$ cat src/rtl/pisc_pkg.sv
// ----------------------------------------------------------------------------
// pisc_pkg
// Types, constants and the control store of the PI speed controller.
// ----------------------------------------------------------------------------
package pisc_pkg;

	localparam int SPEED_FRAC_BITS = 8;
	localparam int GAIN_FRAC_BITS  = 8;
	localparam int DUTY_FRAC_BITS  = 16;
	localparam int EFF_SHIFT       = GAIN_FRAC_BITS + SPEED_FRAC_BITS;

	localparam int SPEED_W   = 24;
	localparam int ERR_W     = SPEED_W + 1;
	localparam int SUM_W     = SPEED_W + 2;
	localparam int INTEG_W   = 24;
	localparam int MUL_A_W   = 26;
	localparam int MUL_B_W   = 24;
	localparam int PROD_W    = MUL_A_W + MUL_B_W + 1;
	localparam int ACC_W     = PROD_W;
	localparam int DUTY_W    = 16;
	localparam int EFF_W     = 16;
	localparam int TENTHS_W  = 13;
	localparam int QUOT_W    = TENTHS_W - 1;

	localparam int GAIN_W    = 16;
	localparam int ILIM_W    = 23;
	localparam int ELIM_W    = 15;
	localparam int DSCALE_W  = 24;
	localparam int DOFF_W    = 16;

	localparam int CFG_IDX_W  = 3;
	localparam int CFG_DATA_W = 24;

	// x / 10 == (x * RECIP10) >> RECIP_SHIFT for 0 <= x < 32768
	localparam logic [MUL_B_W-1:0] RECIP10     = 24'd52429;
	localparam int                 RECIP_SHIFT = 19;

	localparam logic [GAIN_W-1:0]   PROP_GAIN_RST  = 16'd4019;
	localparam logic [GAIN_W-1:0]   INTEG_GAIN_RST = 16'd1101;
	localparam logic [ILIM_W-1:0]   ILIM_RST       = 23'd4019;
	localparam logic [ELIM_W-1:0]   ELIM_RST       = 15'd1000;
	localparam logic [DSCALE_W-1:0] DSCALE_RST     = 24'd47186;
	localparam logic [DOFF_W-1:0]   DOFF_RST       = 16'd220;

	typedef enum logic [CFG_IDX_W-1:0] {
		REG_PROP_GAIN      = 3'd0,
		REG_INTEG_GAIN     = 3'd1,
		REG_INTEGRAL_LIMIT = 3'd2,
		REG_EFFORT_LIMIT   = 3'd3,
		REG_DUTY_SCALE     = 3'd4,
		REG_DUTY_OFFSET    = 3'd5
	} cfg_reg_t;

	localparam int PC_W = 4;
	localparam logic [PC_W-1:0] PC_IDLE  = 4'd0;
	localparam logic [PC_W-1:0] PC_FIRST = 4'd1;
	localparam logic [PC_W-1:0] PC_LAST  = 4'd11;

	typedef enum logic [3:0] {
		OP_NOP,
		OP_LOAD,
		OP_SUM,
		OP_CLAMP,
		OP_ACC_LOAD,
		OP_ACC_ADD,
		OP_EFF,
		OP_DIV,
		OP_ACC_OFF,
		OP_DUTY
	} uc_op_t;

	typedef enum logic [1:0] {
		A_ERR,
		A_INTEG,
		A_EFFABS,
		A_TENTHS
	} a_sel_t;

	typedef enum logic [1:0] {
		B_KP,
		B_KI,
		B_RECIP,
		B_DSCALE
	} b_sel_t;

	typedef enum logic [1:0] {
		JC_NONE,
		JC_ALWAYS,
		JC_NO_INPUT,
		JC_OUT_BUSY
	} jmp_t;

	typedef struct packed {
		uc_op_t          op;
		a_sel_t          a_sel;
		b_sel_t          b_sel;
		jmp_t            jmp;
		logic [PC_W-1:0] target;
		logic            last;
	} uc_word_t;

	// Multiplier result is registered, so an op consumes the product issued
	// by the step before it.
	function automatic uc_word_t uc_rom(input logic [PC_W-1:0] pc);
		uc_word_t w;
		unique case (pc)
			4'd0:  w = '{OP_LOAD,     A_ERR,    B_KP,     JC_NO_INPUT, PC_IDLE, 1'b0};
			4'd1:  w = '{OP_SUM,      A_ERR,    B_KP,     JC_NONE,     PC_IDLE, 1'b0};
			4'd2:  w = '{OP_CLAMP,    A_ERR,    B_KP,     JC_NONE,     PC_IDLE, 1'b0};
			4'd3:  w = '{OP_NOP,      A_ERR,    B_KP,     JC_NONE,     PC_IDLE, 1'b0};
			4'd4:  w = '{OP_ACC_LOAD, A_INTEG,  B_KI,     JC_NONE,     PC_IDLE, 1'b0};
			4'd5:  w = '{OP_ACC_ADD,  A_ERR,    B_KP,     JC_NONE,     PC_IDLE, 1'b0};
			4'd6:  w = '{OP_EFF,      A_ERR,    B_KP,     JC_NONE,     PC_IDLE, 1'b0};
			4'd7:  w = '{OP_NOP,      A_EFFABS, B_RECIP,  JC_NONE,     PC_IDLE, 1'b0};
			4'd8:  w = '{OP_DIV,      A_ERR,    B_KP,     JC_NONE,     PC_IDLE, 1'b0};
			4'd9:  w = '{OP_NOP,      A_TENTHS, B_DSCALE, JC_NONE,     PC_IDLE, 1'b0};
			4'd10: w = '{OP_ACC_OFF,  A_ERR,    B_KP,     JC_NONE,     PC_IDLE, 1'b0};
			4'd11: w = '{OP_DUTY,     A_ERR,    B_KP,     JC_OUT_BUSY, PC_LAST, 1'b1};
			default: w = '{OP_NOP,    A_ERR,    B_KP,     JC_ALWAYS,   PC_IDLE, 1'b0};
		endcase
		return w;
	endfunction

endpackage

$ cat src/rtl/pisc_if.sv
// ----------------------------------------------------------------------------
// pisc_if
// Valid/ready channels of the PI speed controller: speed input, duty
// output and configuration write.
// ----------------------------------------------------------------------------
interface pisc_in_if;
	logic                                       valid;
	logic                                       ready;
	logic signed [pisc_pkg::SPEED_W-1:0]        set_speed;
	logic signed [pisc_pkg::SPEED_W-1:0]        measured_speed;

	modport source (output valid, output set_speed, output measured_speed, input ready);
	modport sink   (input valid, input set_speed, input measured_speed, output ready);
endinterface

interface pisc_out_if;
	logic                                valid;
	logic                                ready;
	logic        [pisc_pkg::DUTY_W-1:0]  duty;
	logic signed [pisc_pkg::EFF_W-1:0]   effort;
	logic                                integral_clamped;
	logic                                effort_saturated;

	modport source (output valid, output duty, output effort, output integral_clamped,
		output effort_saturated, input ready);
	modport sink   (input valid, input duty, input effort, input integral_clamped,
		input effort_saturated, output ready);
endinterface

interface pisc_cfg_if;
	logic                                valid;
	logic                                ready;
	logic [pisc_pkg::CFG_IDX_W-1:0]      index;
	logic [pisc_pkg::CFG_DATA_W-1:0]     data;

	modport source (output valid, output index, output data, input ready);
	modport sink   (input valid, input index, input data, output ready);
endinterface

$ cat src/rtl/pi_speed_controller_pwm_unit.sv
// ----------------------------------------------------------------------------
// pi_speed_controller_pwm_unit
// PI wheel-speed controller with integral anti-windup, effort clamp and
// PWM duty mapping, run by a microcoded sequencer over one shared multiplier.
// ----------------------------------------------------------------------------
//  channel   dir  payload                                          transaction
//  sp_in     in   set_speed, measured_speed                        one per run
//  duty_out  out  duty, effort, integral_clamped, effort_saturated one per input
//  cfg       in   index, data                                      register write
//
//  A transaction is accepted at program step 0 and its result is registered
//  onto duty_out at the last step; the 12-step control program runs over the
//  single 26x24 multiplier, so at most one transaction is taken per run.
//  sp_in is ready only at program step 0; cfg is always ready.
//  The last step waits while an earlier result is still untaken on duty_out.
//  Reset returns the program counter to step 0, clears the integral and
//  loads the register defaults.
// ----------------------------------------------------------------------------
module pi_speed_controller_pwm_unit (
	input  logic          clk,
	input  logic          arst_n,
	pisc_in_if.sink       sp_in,
	pisc_out_if.source    duty_out,
	pisc_cfg_if.sink      cfg
);

	logic [pisc_pkg::PC_W-1:0]                pc_q;
	pisc_pkg::uc_word_t                       uc;
	logic                                     jmp_take;
	logic [pisc_pkg::PC_W-1:0]                pc_next;

	logic [pisc_pkg::GAIN_W-1:0]              prop_gain_q;
	logic [pisc_pkg::GAIN_W-1:0]              integ_gain_q;
	logic [pisc_pkg::ILIM_W-1:0]              integral_limit_q;
	logic [pisc_pkg::ELIM_W-1:0]              effort_limit_q;
	logic [pisc_pkg::DSCALE_W-1:0]            duty_scale_q;
	logic [pisc_pkg::DOFF_W-1:0]              duty_offset_q;

	logic signed [pisc_pkg::INTEG_W-1:0]      integ_q;
	logic signed [pisc_pkg::ERR_W-1:0]        err_q;
	logic signed [pisc_pkg::SUM_W-1:0]        sum_q;
	logic                                     iclamp_q;
	logic                                     esat_q;
	logic signed [pisc_pkg::ACC_W-1:0]        acc_q;
	logic signed [pisc_pkg::PROD_W-1:0]       prod_q;
	logic signed [pisc_pkg::EFF_W-1:0]        eff_q;
	logic signed [pisc_pkg::TENTHS_W-1:0]     tenths_q;

	logic                                     out_valid_q;
	logic [pisc_pkg::DUTY_W-1:0]              out_duty_q;
	logic signed [pisc_pkg::EFF_W-1:0]        out_effort_q;
	logic                                     out_iclamp_q;
	logic                                     out_esat_q;

	logic signed [pisc_pkg::MUL_A_W-1:0]      mul_a;
	logic [pisc_pkg::MUL_B_W-1:0]             mul_b;
	logic signed [pisc_pkg::PROD_W-1:0]       prod_d;
	logic [pisc_pkg::EFF_W-1:0]               eff_abs;
	logic signed [pisc_pkg::SUM_W-1:0]        ilim;
	logic signed [pisc_pkg::ACC_W-1:0]        elim_full;
	logic signed [pisc_pkg::ACC_W-1:0]        acc_rnd;
	logic signed [pisc_pkg::ACC_W-1:0]        eff_full;
	logic [pisc_pkg::QUOT_W-1:0]              quot;
	logic                                     out_load;
	logic [pisc_pkg::DUTY_W-1:0]              duty_d;
	logic                                     dsat_d;

	// ---------------- sequencer ----------------
	assign uc = pisc_pkg::uc_rom(pc_q);

	always_comb begin
		case (uc.jmp)
			pisc_pkg::JC_NONE:     jmp_take = 1'b0;
			pisc_pkg::JC_ALWAYS:   jmp_take = 1'b1;
			pisc_pkg::JC_NO_INPUT: jmp_take = !sp_in.valid;
			pisc_pkg::JC_OUT_BUSY: jmp_take = out_valid_q && !duty_out.ready;
			default:               jmp_take = 1'b1;
		endcase
		if (jmp_take) begin
			pc_next = uc.target;
		end else if (uc.last) begin
			pc_next = pisc_pkg::PC_IDLE;
		end else begin
			pc_next = pc_q + pisc_pkg::PC_W'(1);
		end
	end

	assign sp_in.ready = (uc.op == pisc_pkg::OP_LOAD);
	assign out_load    = (uc.op == pisc_pkg::OP_DUTY) && !jmp_take;
	assign cfg.ready   = 1'b1;

	// ---------------- shared multiplier ----------------
	assign eff_abs = eff_q[pisc_pkg::EFF_W-1] ? pisc_pkg::EFF_W'(-eff_q) : pisc_pkg::EFF_W'(eff_q);

	always_comb begin
		case (uc.a_sel)
			pisc_pkg::A_ERR:    mul_a = pisc_pkg::MUL_A_W'(err_q);
			pisc_pkg::A_INTEG:  mul_a = pisc_pkg::MUL_A_W'(integ_q);
			pisc_pkg::A_EFFABS: mul_a = $signed(pisc_pkg::MUL_A_W'(eff_abs));
			pisc_pkg::A_TENTHS: mul_a = pisc_pkg::MUL_A_W'(tenths_q);
			default:            mul_a = '0;
		endcase
		case (uc.b_sel)
			pisc_pkg::B_KP:     mul_b = pisc_pkg::MUL_B_W'(prop_gain_q);
			pisc_pkg::B_KI:     mul_b = pisc_pkg::MUL_B_W'(integ_gain_q);
			pisc_pkg::B_RECIP:  mul_b = pisc_pkg::RECIP10;
			pisc_pkg::B_DSCALE: mul_b = duty_scale_q;
			default:            mul_b = '0;
		endcase
	end

	assign prod_d = pisc_pkg::PROD_W'(mul_a) * $signed(pisc_pkg::PROD_W'(mul_b));

	// ---------------- datapath helpers ----------------
	assign ilim      = $signed(pisc_pkg::SUM_W'(integral_limit_q));
	assign elim_full = $signed(pisc_pkg::ACC_W'(effort_limit_q)) <<< pisc_pkg::EFF_SHIFT;
	assign acc_rnd   = acc_q[pisc_pkg::ACC_W-1]
		? acc_q + pisc_pkg::ACC_W'((64'd1 << pisc_pkg::EFF_SHIFT) - 64'd1) : acc_q;
	assign eff_full  = acc_rnd >>> pisc_pkg::EFF_SHIFT;
	assign quot      = prod_q[pisc_pkg::RECIP_SHIFT +: pisc_pkg::QUOT_W];

	// Duty truncates toward zero: a negative value above -1.0 is a plain 0.
	always_comb begin
		if (acc_q[pisc_pkg::ACC_W-1]) begin
			duty_d = '0;
			dsat_d = (acc_q <= -$signed(pisc_pkg::ACC_W'(64'd1 << pisc_pkg::DUTY_FRAC_BITS)));
		end else if (|acc_q[pisc_pkg::ACC_W-2:pisc_pkg::DUTY_FRAC_BITS+pisc_pkg::DUTY_W]) begin
			duty_d = '1;
			dsat_d = 1'b1;
		end else begin
			duty_d = acc_q[pisc_pkg::DUTY_FRAC_BITS +: pisc_pkg::DUTY_W];
			dsat_d = 1'b0;
		end
	end

	// ---------------- control and state ----------------
	always_ff @(posedge clk or negedge arst_n) begin
		if (!arst_n) begin
			pc_q             <= pisc_pkg::PC_IDLE;
			out_valid_q      <= 1'b0;
			integ_q          <= '0;
			prop_gain_q      <= pisc_pkg::PROP_GAIN_RST;
			integ_gain_q     <= pisc_pkg::INTEG_GAIN_RST;
			integral_limit_q <= pisc_pkg::ILIM_RST;
			effort_limit_q   <= pisc_pkg::ELIM_RST;
			duty_scale_q     <= pisc_pkg::DSCALE_RST;
			duty_offset_q    <= pisc_pkg::DOFF_RST;
		end else begin
			pc_q <= pc_next;
			if (out_load) begin
				out_valid_q <= 1'b1;
			end else if (duty_out.ready) begin
				out_valid_q <= 1'b0;
			end
			if (uc.op == pisc_pkg::OP_CLAMP) begin
				if (sum_q > ilim) begin
					integ_q <= pisc_pkg::INTEG_W'(ilim);
				end else if (sum_q < -ilim) begin
					integ_q <= pisc_pkg::INTEG_W'(-ilim);
				end else begin
					integ_q <= pisc_pkg::INTEG_W'(sum_q);
				end
			end
			if (cfg.valid) begin
				unique case (cfg.index)
					pisc_pkg::REG_PROP_GAIN:      prop_gain_q      <= cfg.data[pisc_pkg::GAIN_W-1:0];
					pisc_pkg::REG_INTEG_GAIN:     integ_gain_q     <= cfg.data[pisc_pkg::GAIN_W-1:0];
					pisc_pkg::REG_INTEGRAL_LIMIT: integral_limit_q <= cfg.data[pisc_pkg::ILIM_W-1:0];
					pisc_pkg::REG_EFFORT_LIMIT:   effort_limit_q   <= cfg.data[pisc_pkg::ELIM_W-1:0];
					pisc_pkg::REG_DUTY_SCALE:     duty_scale_q     <= cfg.data[pisc_pkg::DSCALE_W-1:0];
					pisc_pkg::REG_DUTY_OFFSET:    duty_offset_q    <= cfg.data[pisc_pkg::DOFF_W-1:0];
					default: ;
				endcase
			end
		end
	end

	// ---------------- datapath registers ----------------
	always_ff @(posedge clk) begin
		prod_q <= prod_d;
		case (uc.op)
			pisc_pkg::OP_LOAD: begin
				err_q <= pisc_pkg::ERR_W'(sp_in.set_speed)
					- pisc_pkg::ERR_W'(sp_in.measured_speed);
			end
			pisc_pkg::OP_SUM: begin
				sum_q <= pisc_pkg::SUM_W'(integ_q) + pisc_pkg::SUM_W'(err_q);
			end
			pisc_pkg::OP_CLAMP: begin
				iclamp_q <= (sum_q > ilim) || (sum_q < -ilim);
			end
			pisc_pkg::OP_ACC_LOAD: begin
				acc_q <= prod_q;
			end
			pisc_pkg::OP_ACC_ADD: begin
				acc_q <= acc_q + prod_q;
			end
			pisc_pkg::OP_EFF: begin
				if (acc_q > elim_full) begin
					eff_q  <= $signed(pisc_pkg::EFF_W'(effort_limit_q));
					esat_q <= 1'b1;
				end else if (acc_q < -elim_full) begin
					eff_q  <= -$signed(pisc_pkg::EFF_W'(effort_limit_q));
					esat_q <= 1'b1;
				end else begin
					eff_q  <= pisc_pkg::EFF_W'(eff_full);
					esat_q <= 1'b0;
				end
			end
			pisc_pkg::OP_DIV: begin
				tenths_q <= eff_q[pisc_pkg::EFF_W-1]
					? -$signed(pisc_pkg::TENTHS_W'(quot)) : $signed(pisc_pkg::TENTHS_W'(quot));
			end
			pisc_pkg::OP_ACC_OFF: begin
				acc_q <= prod_q
					+ ($signed(pisc_pkg::ACC_W'(duty_offset_q)) <<< pisc_pkg::DUTY_FRAC_BITS);
			end
			default: ;
		endcase
		if (out_load) begin
			out_duty_q   <= duty_d;
			out_effort_q <= eff_q;
			out_iclamp_q <= iclamp_q;
			out_esat_q   <= esat_q || dsat_d;
		end
	end

	assign duty_out.valid            = out_valid_q;
	assign duty_out.duty             = out_duty_q;
	assign duty_out.effort           = out_effort_q;
	assign duty_out.integral_clamped = out_iclamp_q;
	assign duty_out.effort_saturated = out_esat_q;

	// ---------------- assertions ----------------
	a_accept_starts_program: assert property (@(posedge clk) disable iff (!arst_n)
		(sp_in.valid && sp_in.ready) |=> (pc_q == pisc_pkg::PC_FIRST))
		else $error("program did not advance after an input transaction");

	a_result_from_last_step: assert property (@(posedge clk) disable iff (!arst_n)
		$rose(duty_out.valid) |-> ($past(pc_q) == pisc_pkg::PC_LAST))
		else $error("result raised outside the final program step");

	a_effort_in_limit: assert property (@(posedge clk) disable iff (!arst_n)
		duty_out.valid |->
			(($signed(duty_out.effort) <= $signed(pisc_pkg::EFF_W'(effort_limit_q)))
			&& ($signed(duty_out.effort) >= -$signed(pisc_pkg::EFF_W'(effort_limit_q)))))
		else $error("effort outside its limit");

endmodule
$ cat src/flat_wrapper.sv
// flat-port wrapper written by rule: the top's interface ports become plain ports
module pi_speed_controller_pwm_unit_flat 
  (clk, arst_n, sp_in_valid, sp_in_set_speed, sp_in_measured_speed, sp_in_ready, duty_out_valid, duty_out_duty, duty_out_effort, duty_out_integral_clamped, duty_out_effort_saturated, duty_out_ready, cfg_valid, cfg_index, cfg_data, cfg_ready);
  pisc_in_if sp_in_i ();
  pisc_out_if duty_out_i ();
  pisc_cfg_if cfg_i ();
  input  logic clk;
  input  logic arst_n;
  input wire logic [$bits(sp_in_i.valid)-1:0] sp_in_valid;
  input wire logic [$bits(sp_in_i.set_speed)-1:0] sp_in_set_speed;
  input wire logic [$bits(sp_in_i.measured_speed)-1:0] sp_in_measured_speed;
  output wire logic [$bits(sp_in_i.ready)-1:0] sp_in_ready;
  output wire logic [$bits(duty_out_i.valid)-1:0] duty_out_valid;
  output wire logic [$bits(duty_out_i.duty)-1:0] duty_out_duty;
  output wire logic [$bits(duty_out_i.effort)-1:0] duty_out_effort;
  output wire logic [$bits(duty_out_i.integral_clamped)-1:0] duty_out_integral_clamped;
  output wire logic [$bits(duty_out_i.effort_saturated)-1:0] duty_out_effort_saturated;
  input wire logic [$bits(duty_out_i.ready)-1:0] duty_out_ready;
  input wire logic [$bits(cfg_i.valid)-1:0] cfg_valid;
  input wire logic [$bits(cfg_i.index)-1:0] cfg_index;
  input wire logic [$bits(cfg_i.data)-1:0] cfg_data;
  output wire logic [$bits(cfg_i.ready)-1:0] cfg_ready;
  assign sp_in_i.valid = sp_in_valid;
  assign sp_in_i.set_speed = sp_in_set_speed;
  assign sp_in_i.measured_speed = sp_in_measured_speed;
  assign sp_in_ready = sp_in_i.ready;
  assign duty_out_valid = duty_out_i.valid;
  assign duty_out_duty = duty_out_i.duty;
  assign duty_out_effort = duty_out_i.effort;
  assign duty_out_integral_clamped = duty_out_i.integral_clamped;
  assign duty_out_effort_saturated = duty_out_i.effort_saturated;
  assign duty_out_i.ready = duty_out_ready;
  assign cfg_i.valid = cfg_valid;
  assign cfg_i.index = cfg_index;
  assign cfg_i.data = cfg_data;
  assign cfg_ready = cfg_i.ready;
  pi_speed_controller_pwm_unit u_core (.clk(clk), .arst_n(arst_n), .sp_in(sp_in_i), .duty_out(duty_out_i), .cfg(cfg_i));
endmodule
$ cat config.mk
export PLATFORM = sky130hd
export DESIGN_NAME = pi_speed_controller_pwm_unit_flat
export DESIGN_NICKNAME = d
export VERILOG_FILES = /design/src/rtl/pisc_pkg.sv /design/src/rtl/pisc_if.sv /design/src/rtl/pi_speed_controller_pwm_unit.sv /design/src/flat_wrapper.sv
export SDC_FILE = /design/constraint.sdc
export NUM_CORES = 2
export LEC_CHECK = 0
export BUFFER_PORTS_ARGS = -buffer_cell sky130_fd_sc_hd__buf_2
export CAP_MARGIN = 20
export CORE_MARGIN = 2
export CORE_UTILIZATION = 59
export CTS_CLUSTER_DIAMETER = 40
export DETAILED_ROUTE_END_ITERATION = 10
export MAX_ROUTING_LAYER = met4
export PLACE_DENSITY = 0.8
export RECOVER_POWER = 100
export SLEW_MARGIN = 10
export SYNTH_ARGS = -nofsm -noshare
export SYNTH_HDL_FRONTEND = slang
export SYNTH_SLANG_ARGS = --single-unit
$ cat constraint.sdc
create_clock -name clk -period 9.5 [get_ports clk]
set_clock_uncertainty 0.1 [all_clocks]
set_input_delay 1.425 -clock clk [delete_from_list [all_inputs] [get_ports clk]]
set_output_delay 1.425 -clock clk [all_outputs]
set_load 0.005 [all_outputs]
==> out/metrics.cfg <==
[synth]
synth.cell_area_um2=45600
synth_compound_gate_area_share_pct=11.4
synth_edf_count=167
syn-num-nets=6050
yosys.area.top_type=fa_1
yosysSeqAreaShare_pct=21.0
synthTopCellsByArea=fa_1 (28%), edfxtp_1 (11%), ha_1 (10%)
synth_mux_area_share_pct=2.95
netlist_instances=4961
synth_warnings=0
synth.distinct_cells=90
ys_seq_elements=357
synth_flop_cell=edfxtp_1
synth_xor_area_share_pct=4.17
synth_top_family_by_area=adder cells
async_flop_share_pct=38.9
synth_fa_ha_area_share_pct=38.3
yosys.area_share.simple_pct=13.5
synth_top_area_share_pct=28.2
synth.avg_cell_area_um2=9.20

[global_route]
grt_antenna_before_repair=1
grt_pass1_vias=37300
grt_use_total_pct=36.1
grt_pass1_wl_um=211000
grt_max_degree=79
overflow=0

[die]
die_area_um2=79600
initial_utilization_pct=59.9
coreArea_um2=76200
rows=101
num_io_pins=117
die_x_um=282
die_h_um=282

[critical_path]
slowest_stage=and3_1
crit_type=reg -> reg
crit_required_ns=9.92
cp-end-kind=register
worstPathMaxFanout=17
cpPeakStageDelay_ns=0.63
crit_top_cell=fa_1
r2r_setup_slack_ns=0.19
start_kind=register
cp.arrival_ns=9.73

[routing]
via_count=37100
drt_iter0_drc=3322
route.detailed.drc=0
wl_um=138000
via_per_inst=5.92
ant_nets=0
avgRoutedWirePerCell_um=22.1
firstDrtPassIters=6

[clock_tree]
clock_latency_ns=0.64
clockBufferDepth=3
clk_pin_slew_ns=0.06
root_buffer=clkbuf_16
numCtsBuffers=59
cts_htree_levels=2
cts_tree=done
cts.sinks=357

[timing]
finalMaxSlewViolations=536
relSlewSlack_pct=-185
period_share_pct=98.0
hold-worst-slack_ns=0.357
final_hold_viol_count=0
setup_viol=0
fmax_mhz=107
tightest_slew_ns=4.28
finalCriticalPeriod_ns=9.31
rsz0062_at_grt=yes
fin_tns_setup_ns=0

[worst_hold_path]
hold_class=reg -> reg

[final_layout]
nNetsFinal=6274
num-fill-cells=5946
syn_to_final_growth_pct=12.7
utilization_pct=67.5
drive_gt1_share_pct=13.7

[job]
drv_cap=13

[place]
gp_congestion=0.983
dpl.hpwl_um=109000
port_buffers=115

[run_status]
violations=capacitance limit, slew limit
outcome=finished, violations left

## logic make-up after synthesis
family / after synthesis
XOR/XNOR: 217
AND/OR/NAND/NOR: 1381
other: 1
multiplexers: 123
buffers and inverters: 1049
adder cells (fa/ha/maj): 1009
flip-flops: 357
AO/OA/AOI/OAI: 824
## through the flow
step,instance area [µm²],cells,setup slack (ns)
3_5_place_dp,48600,6128,-0.343
3_3_place_gp,48600,6128,-0.293
4_1_cts,51000,6250,0.00127
5_1_grt,51400,6267,-0.0833
2_1_floorplan,45600,4961,0.104
6_report,51400,6267,0.194
## final timing paths
path	depth (start not counted)	endpoint	start
setup / recovery	29	u_core.prod_q[46]	u_core.pc_q[1]
hold / removal	0	u_core.duty_out.integral_clamped	u_core.iclamp_q
setup reg to reg	29	u_core.prod_q[46]	u_core.pc_q[1]
hold reg to reg	0	u_core.duty_out.integral_clamped	u_core.iclamp_q
max in group asynchronous	2	u_core.duty_scale_q[22]	arst_n
min in group asynchronous	1	u_core.pc_q[2]	arst_n
## synth_stat cells (all sizes together), types with 16 or more instances
library cell  instances
xnor2               148
xor2                 69
dfrtp                98
nor2b                32
or3                  21
buf                  21
dfstp                41
o21a                 40
mux2                 92
clkbuf              161
fa                  643
a21oi               213
nand2b               49
o21ai               235
nor4                 22
mux2i                31
edfxtp              167
and3                 37
a211oi               33
a21o                 93
and2                 16
nor3                 47
nor2                462
nand3                67
ha                  366
inv                 866
o21bai               24
nand4                59
o211ai               34
or2                  21
nand2               510
a31oi                23
o31ai                23
dfxtp                51
## flip-flops by register name (all words and copies together), names as in the netlist, 23 cells and up
name,flops
u_core.integral_limit_q,23
u_core.integ_q,24
u_core.prod_q,51
u_core.sum_q,26
u_core.acc_q,51
u_core.duty_scale_q,24
u_core.err_q,25
## layout make-up
cell class                 count  area [µm²]  share of cell area [%]
clock inverter                49         453                   0.881
sequential                   357        9570                    18.6
antenna                        1        2.50                 0.00487
tap                         1030        1290                    2.51
inverter                     867        3260                    6.34
timing repair buffer         345        2490                    4.85
multi-input combinational   3555       32800                    63.8
clock buffer                  63        1560                    3.03
## critical path, delay by kind of cell (launching register included)
kind | cells | cell delay, ns
adder cells (fa/ha/maj) | 9 | 4.30
AND/OR/NAND/NOR | 7 | 1.82
buffers and inverters | 8 | 1.31
AO/OA/AOI/OAI | 5 | 1.18
flip-flops | 1 | 0.44
## layer usage
| metal | up-vias | track usage (%) | share of wire (%) |
|---|---|---|---|
| met2 | 1688 | 57.4 | 47 |
| met1 | 18400 | 45.0 | 39 |
| met3 | 408 | 7.08 | 8.9 |
| li1 | 16600 | - | - |
| met4 | 0 | 16.1 | 5.3 |
| met5 | - | - | 0 |
## placed cells by master (no fill, tap or decap), types with 24 or more instances in the layout
| cell type | instances |
|---|---|
| inv_1 | 842 |
| fa_1 | 617 |
| nand2_1 | 505 |
| nor2_1 | 453 |
| ha_1 | 350 |
| o21ai_0 | 205 |
| a21oi_1 | 199 |
| edfxtp_1 | 167 |
| buf_4 | 166 |
| xnor2_1 | 148 |
| dfrtp_1 | 97 |
| a21o_1 | 92 |
| buf_2 | 92 |
| mux2_2 | 90 |
| xor2_1 | 67 |
| nand3_1 | 65 |
| clkbuf_16 | 64 |
| nand4_1 | 59 |
| clkbuf_1 | 51 |
| dfxtp_1 | 51 |
| nand2b_1 | 48 |
| nor3_1 | 45 |
| dfstp_2 | 41 |
| o21a_1 | 38 |
| and3_1 | 35 |
| o211ai_1 | 34 |
| nor2b_1 | 32 |
| a211oi_1 | 32 |
| mux2i_1 | 31 |
| fa_2 | 26 |
| o21bai_1 | 24 |
## repair_timing
action	in CTS	in global routing
gates cloned	0	2
pin swaps	52	95
setup endpoints to repair	16	23
hold buffers	0	0
resized for setup	50	119
setup buffers	10	14
Power is not shown: default switching activity piles up to over one toggle a cycle in this logic, so the estimate is an artifact.
